File: src/hdl/ptc_pkg.sv
// ----------------------------------------------------------------------------
// ptc_pkg
// shared types, constants and helpers of the plane / triangle classifier
// ----------------------------------------------------------------------------
package ptc_pkg;

  localparam int CoordW       = 32;
  localparam int NrmW         = 18;
  localparam int EpsW         = 16;
  localparam int NrmFrac      = 16;
  localparam int DiffW        = CoordW + 1;
  localparam int ProdW        = DiffW + NrmW;
  localparam int SumW         = ProdW + 2;
  localparam int DotW         = SumW - NrmFrac;
  localparam int FracW        = NrmFrac + 1;
  localparam int QuotBits     = NrmFrac;
  localparam int BitsPerStage = 4;
  localparam int DivStages    = QuotBits / BitsPerStage;
  localparam int RoundHalf    = 2 ** (NrmFrac - 1);
  localparam int NumRegs      = 8;
  localparam int AddrW        = 5;
  localparam int ApbW         = 32;
  localparam int InDataW      = 9 * CoordW;
  localparam int OutDataW     = 216;

  typedef enum logic {
    OP_CLASSIFY  = 1'b0,
    OP_INTERSECT = 1'b1
  } op_e;

  typedef enum logic [1:0] {
    SIDE_ON    = 2'd0,
    SIDE_FRONT = 2'd1,
    SIDE_BACK  = 2'd2,
    SIDE_SPAN  = 2'd3
  } side_e;

  typedef enum logic [2:0] {
    REG_PT_X    = 3'd0,
    REG_PT_Y    = 3'd1,
    REG_PT_Z    = 3'd2,
    REG_NRM_X   = 3'd3,
    REG_NRM_Y   = 3'd4,
    REG_NRM_Z   = 3'd5,
    REG_ON_EPS  = 3'd6,
    REG_PAR_EPS = 3'd7
  } reg_e;

  typedef logic signed [CoordW-1:0] coord_t;
  typedef logic signed [NrmW-1:0]   nrm_t;
  typedef logic        [EpsW-1:0]   eps_t;
  typedef logic signed [DiffW-1:0]  diff_t;
  typedef logic signed [ProdW-1:0]  prod_t;
  typedef logic signed [DotW-1:0]   dot_t;
  typedef logic        [DotW-1:0]   mag_t;
  typedef logic        [FracW-1:0]  frac_t;
  typedef logic        [QuotBits-1:0] quot_t;

  localparam frac_t FracOne = frac_t'(2 ** NrmFrac);

  typedef struct packed {
    coord_t [2:0] pt;
    nrm_t   [2:0] nrm;
    eps_t         on_eps;
    eps_t         par_eps;
  } cfg_t;

  typedef struct packed {
    op_e          op;
    coord_t [2:0] va;
    coord_t [2:0] vb;
    coord_t [2:0] vc;
  } item_t;

  typedef struct packed {
    op_e          op;
    dot_t   [2:0] dot;
    coord_t [2:0] va;
    diff_t  [2:0] dir;
  } dots_t;

  typedef struct packed {
    side_e        side;
    coord_t [2:0] vdist;
    logic         reject;
    logic         equal;
    mag_t         rem;
    mag_t         al;
    quot_t        quo;
    coord_t [2:0] va;
    diff_t  [2:0] dir;
  } mid_t;

  typedef struct packed {
    side_e        side;
    coord_t [2:0] vdist;
    logic         hit;
    frac_t        frac;
    coord_t [2:0] pt;
  } res_t;

  // clamp a wide signed value into the coordinate range
  function automatic coord_t sat_coord(input dot_t x);
    dot_t hi_lim;
    dot_t lo_lim;
    hi_lim = {{(DotW - CoordW + 1){1'b0}}, {(CoordW - 1){1'b1}}};
    lo_lim = {{(DotW - CoordW + 1){1'b1}}, {(CoordW - 1){1'b0}}};
    if (x > hi_lim) begin
      return hi_lim[CoordW-1:0];
    end else if (x < lo_lim) begin
      return lo_lim[CoordW-1:0];
    end
    return x[CoordW-1:0];
  endfunction

  function automatic mag_t abs_dot(input dot_t x);
    dot_t n;
    n = -x;
    return x[DotW-1] ? mag_t'(n) : mag_t'(x);
  endfunction

endpackage

File: src/hdl/ptc_div.sv
// ----------------------------------------------------------------------------
// ptc_div
// pipelined restoring divider for the hit fraction, a few quotient bits per
// stage
// ----------------------------------------------------------------------------
module ptc_div (
  input  logic          clk_i,
  input  logic          rst_ni,
  input  logic          en_i,
  input  logic          valid_i,
  input  ptc_pkg::mid_t mid_i,
  output logic          valid_o,
  output ptc_pkg::mid_t mid_o
);
  import ptc_pkg::*;

  logic [DivStages-1:0] v_q;
  mid_t                 stg_d [DivStages];
  mid_t                 stg_q [DivStages];

  function automatic mid_t div_steps(input mid_t m);
    mid_t          r;
    logic [DotW:0] t;
    r = m;
    for (int b = 0; b < BitsPerStage; b++) begin
      t     = {r.rem, 1'b0};
      r.quo = {r.quo[QuotBits-2:0], 1'b0};
      if (t >= {1'b0, r.al}) begin
        t        = t - {1'b0, r.al};
        r.quo[0] = 1'b1;
      end
      r.rem = t[DotW-1:0];
    end
    return r;
  endfunction

  for (genvar s = 0; s < DivStages; s++) begin : g_stage
    if (s == 0) begin : g_first
      assign stg_d[s] = div_steps(mid_i);
    end else begin : g_next
      assign stg_d[s] = div_steps(stg_q[s-1]);
    end
  end

  always_ff @(posedge clk_i or negedge rst_ni) begin
    if (!rst_ni) begin
      v_q <= '0;
    end else if (en_i) begin
      v_q <= {v_q[DivStages-2:0], valid_i};
    end
  end

  always_ff @(posedge clk_i) begin
    if (en_i) begin
      for (int s = 0; s < DivStages; s++) begin
        stg_q[s] <= stg_d[s];
      end
    end
  end

  assign valid_o = v_q[DivStages-1];
  assign mid_o   = stg_q[DivStages-1];

endmodule

File: config.mk
export PLATFORM = sky130hd
export DESIGN_NAME = ptc_div
export DESIGN_NICKNAME = d
export VERILOG_FILES = /design/src/hdl/ptc_pkg.sv /design/src/hdl/ptc_div.sv
export SDC_FILE = /design/constraint.sdc
export NUM_CORES = 2
export LEC_CHECK = 0
export BUFFER_PORTS_ARGS = -buffer_cell sky130_fd_sc_hd__buf_2
export CAP_MARGIN = 20
export CORE_ASPECT_RATIO = 0.9
export CORE_MARGIN = 1.5
export CORE_UTILIZATION = 55
export DETAILED_ROUTE_END_ITERATION = 10
export MAX_ROUTING_LAYER = met4
export PLACE_DENSITY = 0.75
export SYNTH_ARGS = -nofsm -noshare
export SYNTH_HDL_FRONTEND = slang
export SYNTH_SLANG_ARGS = --single-unit
export TNS_END_PERCENT = 5
File: constraint.sdc
create_clock -name clk_i -period 13.7 [get_ports clk_i]
set_clock_uncertainty 0.1 [all_clocks]
set_input_delay 0.685 -clock clk_i [delete_from_list [all_inputs] [get_ports clk_i]]
set_output_delay 0.685 -clock clk_i [all_outputs]
set_load 0.005 [all_outputs]
==> flow_summary.toml <==
[yosys]
ys_types = 95
synth_area_leader_cell = "edfxtp_1"
synthTopCellsByArea = "edfxtp_1 55%, ha_1 8.8%, a21oi_1 3.9%, mux2_2 3.5%, xnor2_1 3.3%"
synth_top_area_frac = 0.554
syn_inst = 6820
synth_fp_nets = 7793
ys_top_cells_by_count = "1,516 x edfxtp_1, 635 x a21oi_1, 580 x ha_1, 463 x nand2_1, 426 x nor2_1"
syn_area_um2 = 82100
synth_edf_count = 1516
ys_ff_latch = 1520
ys_warn_count = 0
yosysMostFrequentCell = "edfxtp_1"
syn_avg_cell_area_um2 = 12.0
async_flop_share = 0.00263
yosysSeqAreaShare = 0.556
synth_ff_type = "edfxtp_1"

[die]
num_rows = 134
core-area_um2 = 148000
die_h_um = 370
start_util = 0.554
ioPinCount = 775
fp.dieW_um = 410
die-area_um2 = 152000

[clock_network]
clk_latency_ps = 790
cts_buffer_depth = 3
htreeDepth = 4
clock-sinks = 1520
cts_root_buffer = "clkbuf_16"
cts_tree = "done"
path_clk_slew_ps = 80
cts-buffers-inserted = 146

[placed_design]
dp_hpwl_um = 187000
gp_congestion = 0.961
port_buffers = 758
placed_area_um2 = 97300

[layout]
final_cell_area_um2 = 105000
syn_to_final_growth_pct = 28.1
nNetsFinal = 10100
drive_gt1_frac = 0.282

[hold_path]
hold_path_class = "in -> reg"

[timing]
drv_slew = 0
final-hold-violation-count = 0
whs_ps = 36.3
min_period_over_period = 0.979
setup_viol = 0
fmax_mhz = 74.6
tightest_slew_ps = 1170
relSlewSlack = 0.222
setup_tns_ps = 0
fin_crit_ps = 13410

[worst_setup_path]
crit_arrival_ps = 13820
start_kind = "flip-flop"
worstReg2RegEnd = "stg_q[2][249]"
path_class = "reg -> reg"
crit_path_end = "stg_q[2][249]"
path_max_fanout = 38
worstPathRequired_ps = 14110
r2r_cells = 54
crit_path_frequent_cell = "a21oi_1"
reg2reg_from = "stg_q[1][215]"
cp_slowest_cell = "edfxtp_1"
slowest_delay_ps = 580
endpoint_kind = "flip-flop"
r2r_slack_ps = 290
critPathLaunch = "stg_q[1][215]"

[global_route]
grt-ovfl-total = 0
antenna_found_initial = 15
grt_pass1_wl_um = 381000
grt_max_degree = 223
grt_pass1_vias = 66000
track_usage = 0.341

[drt]
wl_per_cell_um = 23.0
post-route-drc-count = 0
routed_via_density = 5.78
routed_wirelength_um = 258000
vias = 64800
ant_nets = 0
drt_iter0_drc = 5312
dr.pass1.iters = 6

[outcome]
status = "complete, no violations"

[flow_run]
max_cap_violations = 0
-- layout make-up --
| type | instances | area, µm² |
|---|---|---|
| Antenna cell | 11 | 27.5 |
| Clock buffer | 180 | 3830 |
| Multi-Input combinational cell | 4839 | 34800 |
| Clock inverter | 78 | 855 |
| Fill cell | 10100 | 43000 |
| Timing Repair Buffer | 2298 | 16400 |
| Inverter | 310 | 1160 |
| Tap cell | 1972 | 2470 |
| Sequential cell | 1520 | 45600 |
-- worst max-delay path: cells and delay by family, from the launching register on --
kind                     cells  cell delay (ps)
AO/OA/AOI/OAI               29             6450
buffers and inverters        8             1490
flip-flops                   1              580
AND/OR/NAND/NOR             11             2120
multiplexers                 2              770
adder cells (fa/ha/maj)      4             1490
-- through the flow --
step	std cells	utilization	worst slack [ps]
after global placement	10600	0.656	460
final	11200	0.710	293
after detailed placement	10600	0.656	302
after CTS	11200	0.708	187
after global routing	11200	0.710	-22.6
after floorplan	6820	-	1190
-- routing by layer --
| layer | vias up | track usage | routed length (µm) |
|---|---|---|---|
| met3 | 770 | 0.0382 | 12500 |
| met1 | 31000 | 0.366 | 94100 |
| li1 | 30500 | - | - |
| met5 | - | - | 0 |
| met2 | 2494 | 0.609 | 135000 |
| met4 | 0 | 0.196 | 16900 |
-- what timing repair did --
| action | in CTS | in global routing |
|---|---|---|
| setup buffers | 0 | 5 |
| resized for setup | 0 | 32 |
| hold buffers | 304 | 0 |
| hold endpoints to repair | 307 | 0 |
| setup endpoints to repair | 0 | 147 |
-- logic make-up after synthesis --
logic type / count (synthesis) / synth area share
AO/OA/AOI/OAI: 1889 / 0.145
XOR/XNOR: 500 / 0.0533
flip-flops: 1520 / 0.556
multiplexers: 315 / 0.0453
adder cells (fa/ha/maj): 584 / 0.0893
AND/OR/NAND/NOR: 1551 / 0.0893
buffers and inverters: 461 / 0.0222
-- worst min path at each step --
stage / cells past startpoint / from / slack, ps / to
after global routing: 1 / mid_i[214] / 10 / stg_q[0][214]
after floorplan: 0 / rst_ni / 290 / v_q[0]
after detailed placement: 0 / stg_q[0][167] / 300 / stg_q[1][167]
after CTS: 1 / mid_i[111] / 3 / stg_q[0][111]
after global placement: 0 / stg_q[2][81] / 300 / stg_q[3][81]
final: 1 / mid_i[214] / 40 / stg_q[0][214]
-- flip-flops by register name, summed over array words and instances, names as in the netlist --
name,flops
stg_q,1516
v_q,4
-- cell usage in the layout, fill, tap and decap left out, drive strengths merged, types with 16 or more instances in the layout --
master and count:
nand4 93, a21o 253, o211ai 32, clkinv 54, or2 16, and3 53
xor2 191, nor2 427, nand2 465, edfxtp 1516, clkbuf 181, nor4 28
a21boi 26, a21oi 636, inv 319, a31o 20, nor2b 58, a211o 26
o21a 81, o31ai 46, o21bai 100, and4 20, a211oi 50, and2 34
xnor2 309, nor3 99, a221oi 16, dlygate4sd3 304, nand2b 70, nand3 116
buf 1993, a31oi 75, a2111oi 17, mux2 303, o21ai 384, or3 30
ha 580
Power is left out: the tool's default activity adds up to more than one toggle a clock period on the data nets, which glitch-free logic cannot reach.
