<file path="config.mk">
export PLATFORM = sky130hd
export DESIGN_NAME = ptc_classify
export DESIGN_NICKNAME = d
export VERILOG_FILES = /design/src/hdl/ptc_pkg.sv /design/src/hdl/ptc_classify.sv
export SDC_FILE = /design/constraint.sdc
export NUM_CORES = 1
export LEC_CHECK = 0
export ABC_AREA = 0
export BUFFER_PORTS_ARGS = -buffer_cell sky130_fd_sc_hd__clkbuf_2
export CAP_MARGIN = 20
export CELL_PAD_IN_SITES_DETAIL_PLACEMENT = 0
export CELL_PAD_IN_SITES_GLOBAL_PLACEMENT = 1
export CORE_AREA = 2 2 343 345
export CTS_CLUSTER_SIZE = 30
export DETAILED_ROUTE_END_ITERATION = 16
export DIE_AREA = 0 0 345 347
export PLACE_DENSITY = 0.41
export RECOVER_POWER = 100
export SYNTH_ARGS = -nofsm -noshare
export SYNTH_HDL_FRONTEND = slang
export SYNTH_SLANG_ARGS = --single-unit
</file>
<file path="constraint.sdc">
create_clock -name clk_i -period 0.85 [get_ports clk_i]
set_clock_uncertainty 0.05 [all_clocks]
set_input_delay 0 -clock clk_i [delete_from_list [all_inputs] [get_ports clk_i]]
set_output_delay 0 -clock clk_i [all_outputs]
set_load 0.02 [all_outputs]
</file>
<file path="src/hdl/ptc_pkg.sv">
// ----------------------------------------------------------------------------
// ptc_pkg
// shared types, constants and helpers of the plane / triangle classifier
// ----------------------------------------------------------------------------
package ptc_pkg;

  localparam int CoordW       = 32;
  localparam int NrmW         = 18;
  localparam int EpsW         = 16;
  localparam int NrmFrac      = 16;
  localparam int DiffW        = CoordW + 1;
  localparam int ProdW        = DiffW + NrmW;
  localparam int SumW         = ProdW + 2;
  localparam int DotW         = SumW - NrmFrac;
  localparam int FracW        = NrmFrac + 1;
  localparam int QuotBits     = NrmFrac;
  localparam int BitsPerStage = 4;
  localparam int DivStages    = QuotBits / BitsPerStage;
  localparam int RoundHalf    = 2 ** (NrmFrac - 1);
  localparam int NumRegs      = 8;
  localparam int AddrW        = 5;
  localparam int ApbW         = 32;
  localparam int InDataW      = 9 * CoordW;
  localparam int OutDataW     = 216;

  typedef enum logic {
    OP_CLASSIFY  = 1'b0,
    OP_INTERSECT = 1'b1
  } op_e;

  typedef enum logic [1:0] {
    SIDE_ON    = 2'd0,
    SIDE_FRONT = 2'd1,
    SIDE_BACK  = 2'd2,
    SIDE_SPAN  = 2'd3
  } side_e;

  typedef enum logic [2:0] {
    REG_PT_X    = 3'd0,
    REG_PT_Y    = 3'd1,
    REG_PT_Z    = 3'd2,
    REG_NRM_X   = 3'd3,
    REG_NRM_Y   = 3'd4,
    REG_NRM_Z   = 3'd5,
    REG_ON_EPS  = 3'd6,
    REG_PAR_EPS = 3'd7
  } reg_e;

  typedef logic signed [CoordW-1:0] coord_t;
  typedef logic signed [NrmW-1:0]   nrm_t;
  typedef logic        [EpsW-1:0]   eps_t;
  typedef logic signed [DiffW-1:0]  diff_t;
  typedef logic signed [ProdW-1:0]  prod_t;
  typedef logic signed [DotW-1:0]   dot_t;
  typedef logic        [DotW-1:0]   mag_t;
  typedef logic        [FracW-1:0]  frac_t;
  typedef logic        [QuotBits-1:0] quot_t;

  localparam frac_t FracOne = frac_t'(2 ** NrmFrac);

  typedef struct packed {
    coord_t [2:0] pt;
    nrm_t   [2:0] nrm;
    eps_t         on_eps;
    eps_t         par_eps;
  } cfg_t;

  typedef struct packed {
    op_e          op;
    coord_t [2:0] va;
    coord_t [2:0] vb;
    coord_t [2:0] vc;
  } item_t;

  typedef struct packed {
    op_e          op;
    dot_t   [2:0] dot;
    coord_t [2:0] va;
    diff_t  [2:0] dir;
  } dots_t;

  typedef struct packed {
    side_e        side;
    coord_t [2:0] vdist;
    logic         reject;
    logic         equal;
    mag_t         rem;
    mag_t         al;
    quot_t        quo;
    coord_t [2:0] va;
    diff_t  [2:0] dir;
  } mid_t;

  typedef struct packed {
    side_e        side;
    coord_t [2:0] vdist;
    logic         hit;
    frac_t        frac;
    coord_t [2:0] pt;
  } res_t;

  // clamp a wide signed value into the coordinate range
  function automatic coord_t sat_coord(input dot_t x);
    dot_t hi_lim;
    dot_t lo_lim;
    hi_lim = {{(DotW - CoordW + 1){1'b0}}, {(CoordW - 1){1'b1}}};
    lo_lim = {{(DotW - CoordW + 1){1'b1}}, {(CoordW - 1){1'b0}}};
    if (x > hi_lim) begin
      return hi_lim[CoordW-1:0];
    end else if (x < lo_lim) begin
      return lo_lim[CoordW-1:0];
    end
    return x[CoordW-1:0];
  endfunction

  function automatic mag_t abs_dot(input dot_t x);
    dot_t n;
    n = -x;
    return x[DotW-1] ? mag_t'(n) : mag_t'(x);
  endfunction

endpackage

</file>
<file path="src/hdl/ptc_classify.sv">
// ----------------------------------------------------------------------------
// ptc_classify
// one stage: on-plane test and side of a triangle, parallel and range checks
// of a segment
// ----------------------------------------------------------------------------
module ptc_classify (
  input  logic           clk_i,
  input  logic           rst_ni,
  input  logic           en_i,
  input  logic           valid_i,
  input  ptc_pkg::dots_t dots_i,
  input  ptc_pkg::cfg_t  cfg_i,
  output logic           valid_o,
  output ptc_pkg::mid_t  mid_o
);
  import ptc_pkg::*;

  logic v_q;
  mid_t mid_d, mid_q;

  always_comb begin
    mag_t [2:0] ad;
    logic [2:0] on, bk, fr;
    dot_t       len, sdist;
    mag_t       al, adist;
    logic       opposite;

    for (int k = 0; k < 3; k++) begin
      ad[k] = abs_dot(dots_i.dot[k]);
      on[k] = ad[k] < mag_t'(cfg_i.on_eps);
      bk[k] = on[k] | (dots_i.dot[k] > 0);
      fr[k] = on[k] | ~(dots_i.dot[k] > 0);
    end

    len      = dots_i.dot[1];
    sdist    = dots_i.dot[0];
    al       = ad[1];
    adist    = ad[0];
    opposite = (sdist != 0) && (sdist[DotW-1] != len[DotW-1]);

    mid_d.va    = dots_i.va;
    mid_d.dir   = dots_i.dir;
    mid_d.rem   = adist;
    mid_d.al    = al;
    mid_d.quo   = '0;
    mid_d.equal = adist == al;

    if (dots_i.op == OP_CLASSIFY) begin
      mid_d.reject = 1'b1;
      for (int k = 0; k < 3; k++) begin
        mid_d.vdist[k] = on[k] ? '0 : sat_coord(dots_i.dot[k]);
      end
      if (&on) begin
        mid_d.side = SIDE_ON;
      end else if (&bk) begin
        mid_d.side = SIDE_BACK;
      end else if (&fr) begin
        mid_d.side = SIDE_FRONT;
      end else begin
        mid_d.side = SIDE_SPAN;
      end
    end else begin
      mid_d.side     = SIDE_ON;
      mid_d.vdist[0] = sat_coord(sdist);
      mid_d.vdist[1] = '0;
      mid_d.vdist[2] = '0;
      mid_d.reject   = (len == 0) || (al < mag_t'(cfg_i.par_eps)) || opposite
                     || (adist > al);
    end
  end

  always_ff @(posedge clk_i or negedge rst_ni) begin
    if (!rst_ni) begin
      v_q <= 1'b0;
    end else if (en_i) begin
      v_q <= valid_i;
    end
  end

  always_ff @(posedge clk_i) begin
    if (en_i) begin
      mid_q <= mid_d;
    end
  end

  assign valid_o = v_q;
  assign mid_o   = mid_q;

endmodule

</file>
==> impl_metrics.toml <==
[synth]
ys_seq_elements = 370
synth_area_leaders = "edfxtp_1 (61%), ha_1 (6.8%), xnor2_1 (3.2%)"
synthesis.area_per_instance_um2 = 12.7
yosysWarningCount = 0
synth_cells = 1428
yosys_top_cell_area_share_pct = 61.0
synth.distinct_cells = 77
post-synth-top-area-cell = "edfxtp_1"
postSynth.topFlopCell = "edfxtp_1"
yosysSeqAreaShare_pct = 61.1
fraction_of_synthesis_flops_using_an_asynchronous_set_or_reset_pin_pct = 0.270
synthesis.area_um2 = 18200
synth_enable_flop_cells = 369

[floorplanning]
chipHeight_um = 347
floorplan.io_pins = 879
start_util_pct = 15.7
core_area_um2 = 116000
num_rows = 125
die_w_um = 345
dieArea_um2 = 120000

[sta]
timing.max_slew.rel_slack_pct = 48.7
rsz0062_at_grt = "yes"
achievable-frequency_ghz = 0.299
postLayoutSetupSlackWorst_ns = -2.49
setup_viol = 908
hold_violations = 9
timing_max_transition_violations_final = 0
layout_min_cycle_time_ns = 3.34
slew_at_the_pin_with_the_worst_max_slew_slack_ns = 0.763
layout_worst_path_cycle_share_pct = 393
final_hold_slack_ns = -0.118

[cts]
cts_max_path_buffers = 3
cts_inserted_buffers = 49
cts_num_sinks = 370
cts-root-buf = "clkbuf_16"
insertion_delay_ns = 0.61
cts.clk_slew.worst_paths_ns = 0.06
cts.htree.levels = 2
tritoncts = "done"

[setup_path]
critPathMaxFanout = 7
kind_of_capture_point_of_the_worst_setup_path = "flop"
reg2reg_from = "valid_o$_DFFE_PN0P_"
crit-reg2reg-capture = "valid_o$_DFFE_PN0P_"
critical_path_required_ns = 1.16
timing.reg2reg.setup_slack_ns = 0.03
r2r_cell_count = 1
crit_type = "in2reg"
startpoint_type = "primary input"
critical_path_arrival_ns = 3.65

[hold_path]
holdCritPathClass = "in2reg"
hold_end = "mid_o[280]$_DFFE_PP_"
hp-start = "dots_i[227]"
hold_path_depth = 4

[route]
route.final.wire_length_mm = 101
antenna_violating_nets_left = 0
route.vias.total = 18000
drt-vias-per-instance = 3.97
violation_count_after_the_first_detailed_routing_iteration = 860
drt-wirelength-per-cell_um = 22.2
drcViolationCount = 0
firstDrtPassIters = 5

[finish]
flow.area_growth_from_synthesis_pct = 91.9
filler_cell_count = 12000
design_area_um2 = 34900
combined_area_of_the_multi_input_logic_cells_um2 = 8270
mostFrequentLayoutCell = "clkbuf_2"
ff_latch_area_um2 = 11100
final_cell_mix = "clkbuf_2 (649), buf_4 (437), edfxtp_1 (369)"
drive_above_1_share_pct = 52.3
nNetsFinal = 3551
post-route-util_pct = 30.1

[job]
max_cap_violations = 0

[placed_design]
place_area_um2 = 27700
port-buffer-count = 712
dp_hpwl_mm = 79.3
place_ws_ns = -3.33
gp_routability_congestion = 0.851

[global_routing]
first_global_vias = 19200
grt_start_max_net_pins = 34
grt_pass1_wl_mm = 140
grt_usage_pct = 16.1
antenna_found_initial = 10
overflow = 0

[power]
power.density_nw_per_um2 = 1630
fin_total_pwr_mw = 56.9
vdd_drop_max_mv = 1.35
leakage_nw = 15.0

[run_status]
violations_in_the_final_reports = "negative hold slack, negative setup slack"
run_status = "finished with violations"
area by class of cell:
cell class | count | area share (%)
timing repair buffer | 1554 | 33.7
sequential | 370 | 31.9
clock inverter | 30 | 0.657
antenna | 4 | 0.0287
tap | 1524 | 5.47
clock buffer | 56 | 3.65
multi-input combinational | 899 | 23.7
inverter | 85 | 0.958
logic make-up after synthesis:
logic type,synth area share (%)
XOR/XNOR,4.10
flip-flops,61.1
adder cells (fa/ha/maj),6.93
AND/OR/NAND/NOR,12.3
other,0.0206
AO/OA/AOI/OAI,10.9
multiplexers,0.517
buffers and inverters,4.19
repair_timing:
| action | in CTS | in global routing |
|---|---|---|
| endpoints found under the setup margin | 534 | 906 |
| gates resized for setup | 285 | 142 |
| pin swaps | 78 | 60 |
| cloned | 7 | 2 |
| hold buffers | 297 | 3 |
| buffers inserted | 73 | 26 |
| hold endpoints to repair | 617 | 36 |
state kept, by name (all words and copies together) (netlist names):
signal / count
mid_o: 369
valid_o: 1
Yosys cell counts (all sizes together) (6+ instances only):
cell,instances
or2,11
buf,32
a31oi,7
a211oi,7
nor3,31
or3,21
nor2,105
xnor2,66
or4,17
o41ai,13
nand4b,6
edfxtp,369
o21ai,48
mux2i,6
o31ai,34
a21o,20
ha,99
inv,84
nand3,26
nor2b,8
nand2,65
clkbuf,57
nor4,39
xor2,19
and3,7
nand4,44
nand2b,11
a21oi,37
o21a,68
report_power, final:
part / switching [mW] / internal [mW]
Sequential: 0.621 / 21.9
Clock: 8.38 / 11.3
Combinational: 8.19 / 6.50
Total: 17.2 / 39.7
critical path, cell delays in order:
cell and delay, ns:
buf_8 0.10, nor3_4 0.29, buf_12 0.15, buf_6 0.09
nand4_1 0.16, buf_4 0.19, o31ai_2 0.24, xnor2_2 0.19
ha_1 0.30, a21oi_2 0.12, buf_4 0.14, nor4b_4 0.21
buf_4 0.18, nor4b_4 0.18, and4_1 0.26, nand4_1 0.09
buf_4 0.17, a2bb2oi_4 0.14, buf_12 0.15, buf_12 0.14
o21a_1 0.12
metrics by stage:
| step | setup TNS [ns] | cells |
|---|---|---|
| finish | -576.50 | 4522 |
| global route | -614.79 | 4519 |
| CTS | -583.36 | 4507 |
| global placement | -419.73 | 4052 |
| detailed placement | -415.72 | 4052 |
| floorplan | -268.77 | 1443 |
metal layers:
metal / vias up / wire length, um / GRT usage (%)
met2: 559 / 49700 / 28.1
met4: 8 / 2180 / 3.85
met5: - / 48 / 0
met3: 101 / 5210 / 3.61
met1: 8812 / 43500 / 20.1
li1: 8489 / - / -
how the worst max path moves through the flow:
stage / start / to / slack (ns) / cells after the start
after floorplan: dots_i[238] / mid_o[286]$_SDFFCE_PN1P_ / -2.71 / 17
after global placement: dots_i[214] / mid_o[286]$_SDFFCE_PN1P_ / -3.50 / 16
after detailed placement: dots_i[214] / mid_o[286]$_SDFFCE_PN1P_ / -3.33 / 17
after CTS: dots_i[204] / mid_o[286]$_SDFFCE_PN1P_ / -2.38 / 17
after global routing: dots_i[198] / mid_o[287]$_DFFE_PP_ / -2.64 / 21
final: dots_i[198] / mid_o[287]$_DFFE_PP_ / -2.49 / 21
(Power assumes the default switching activity.)
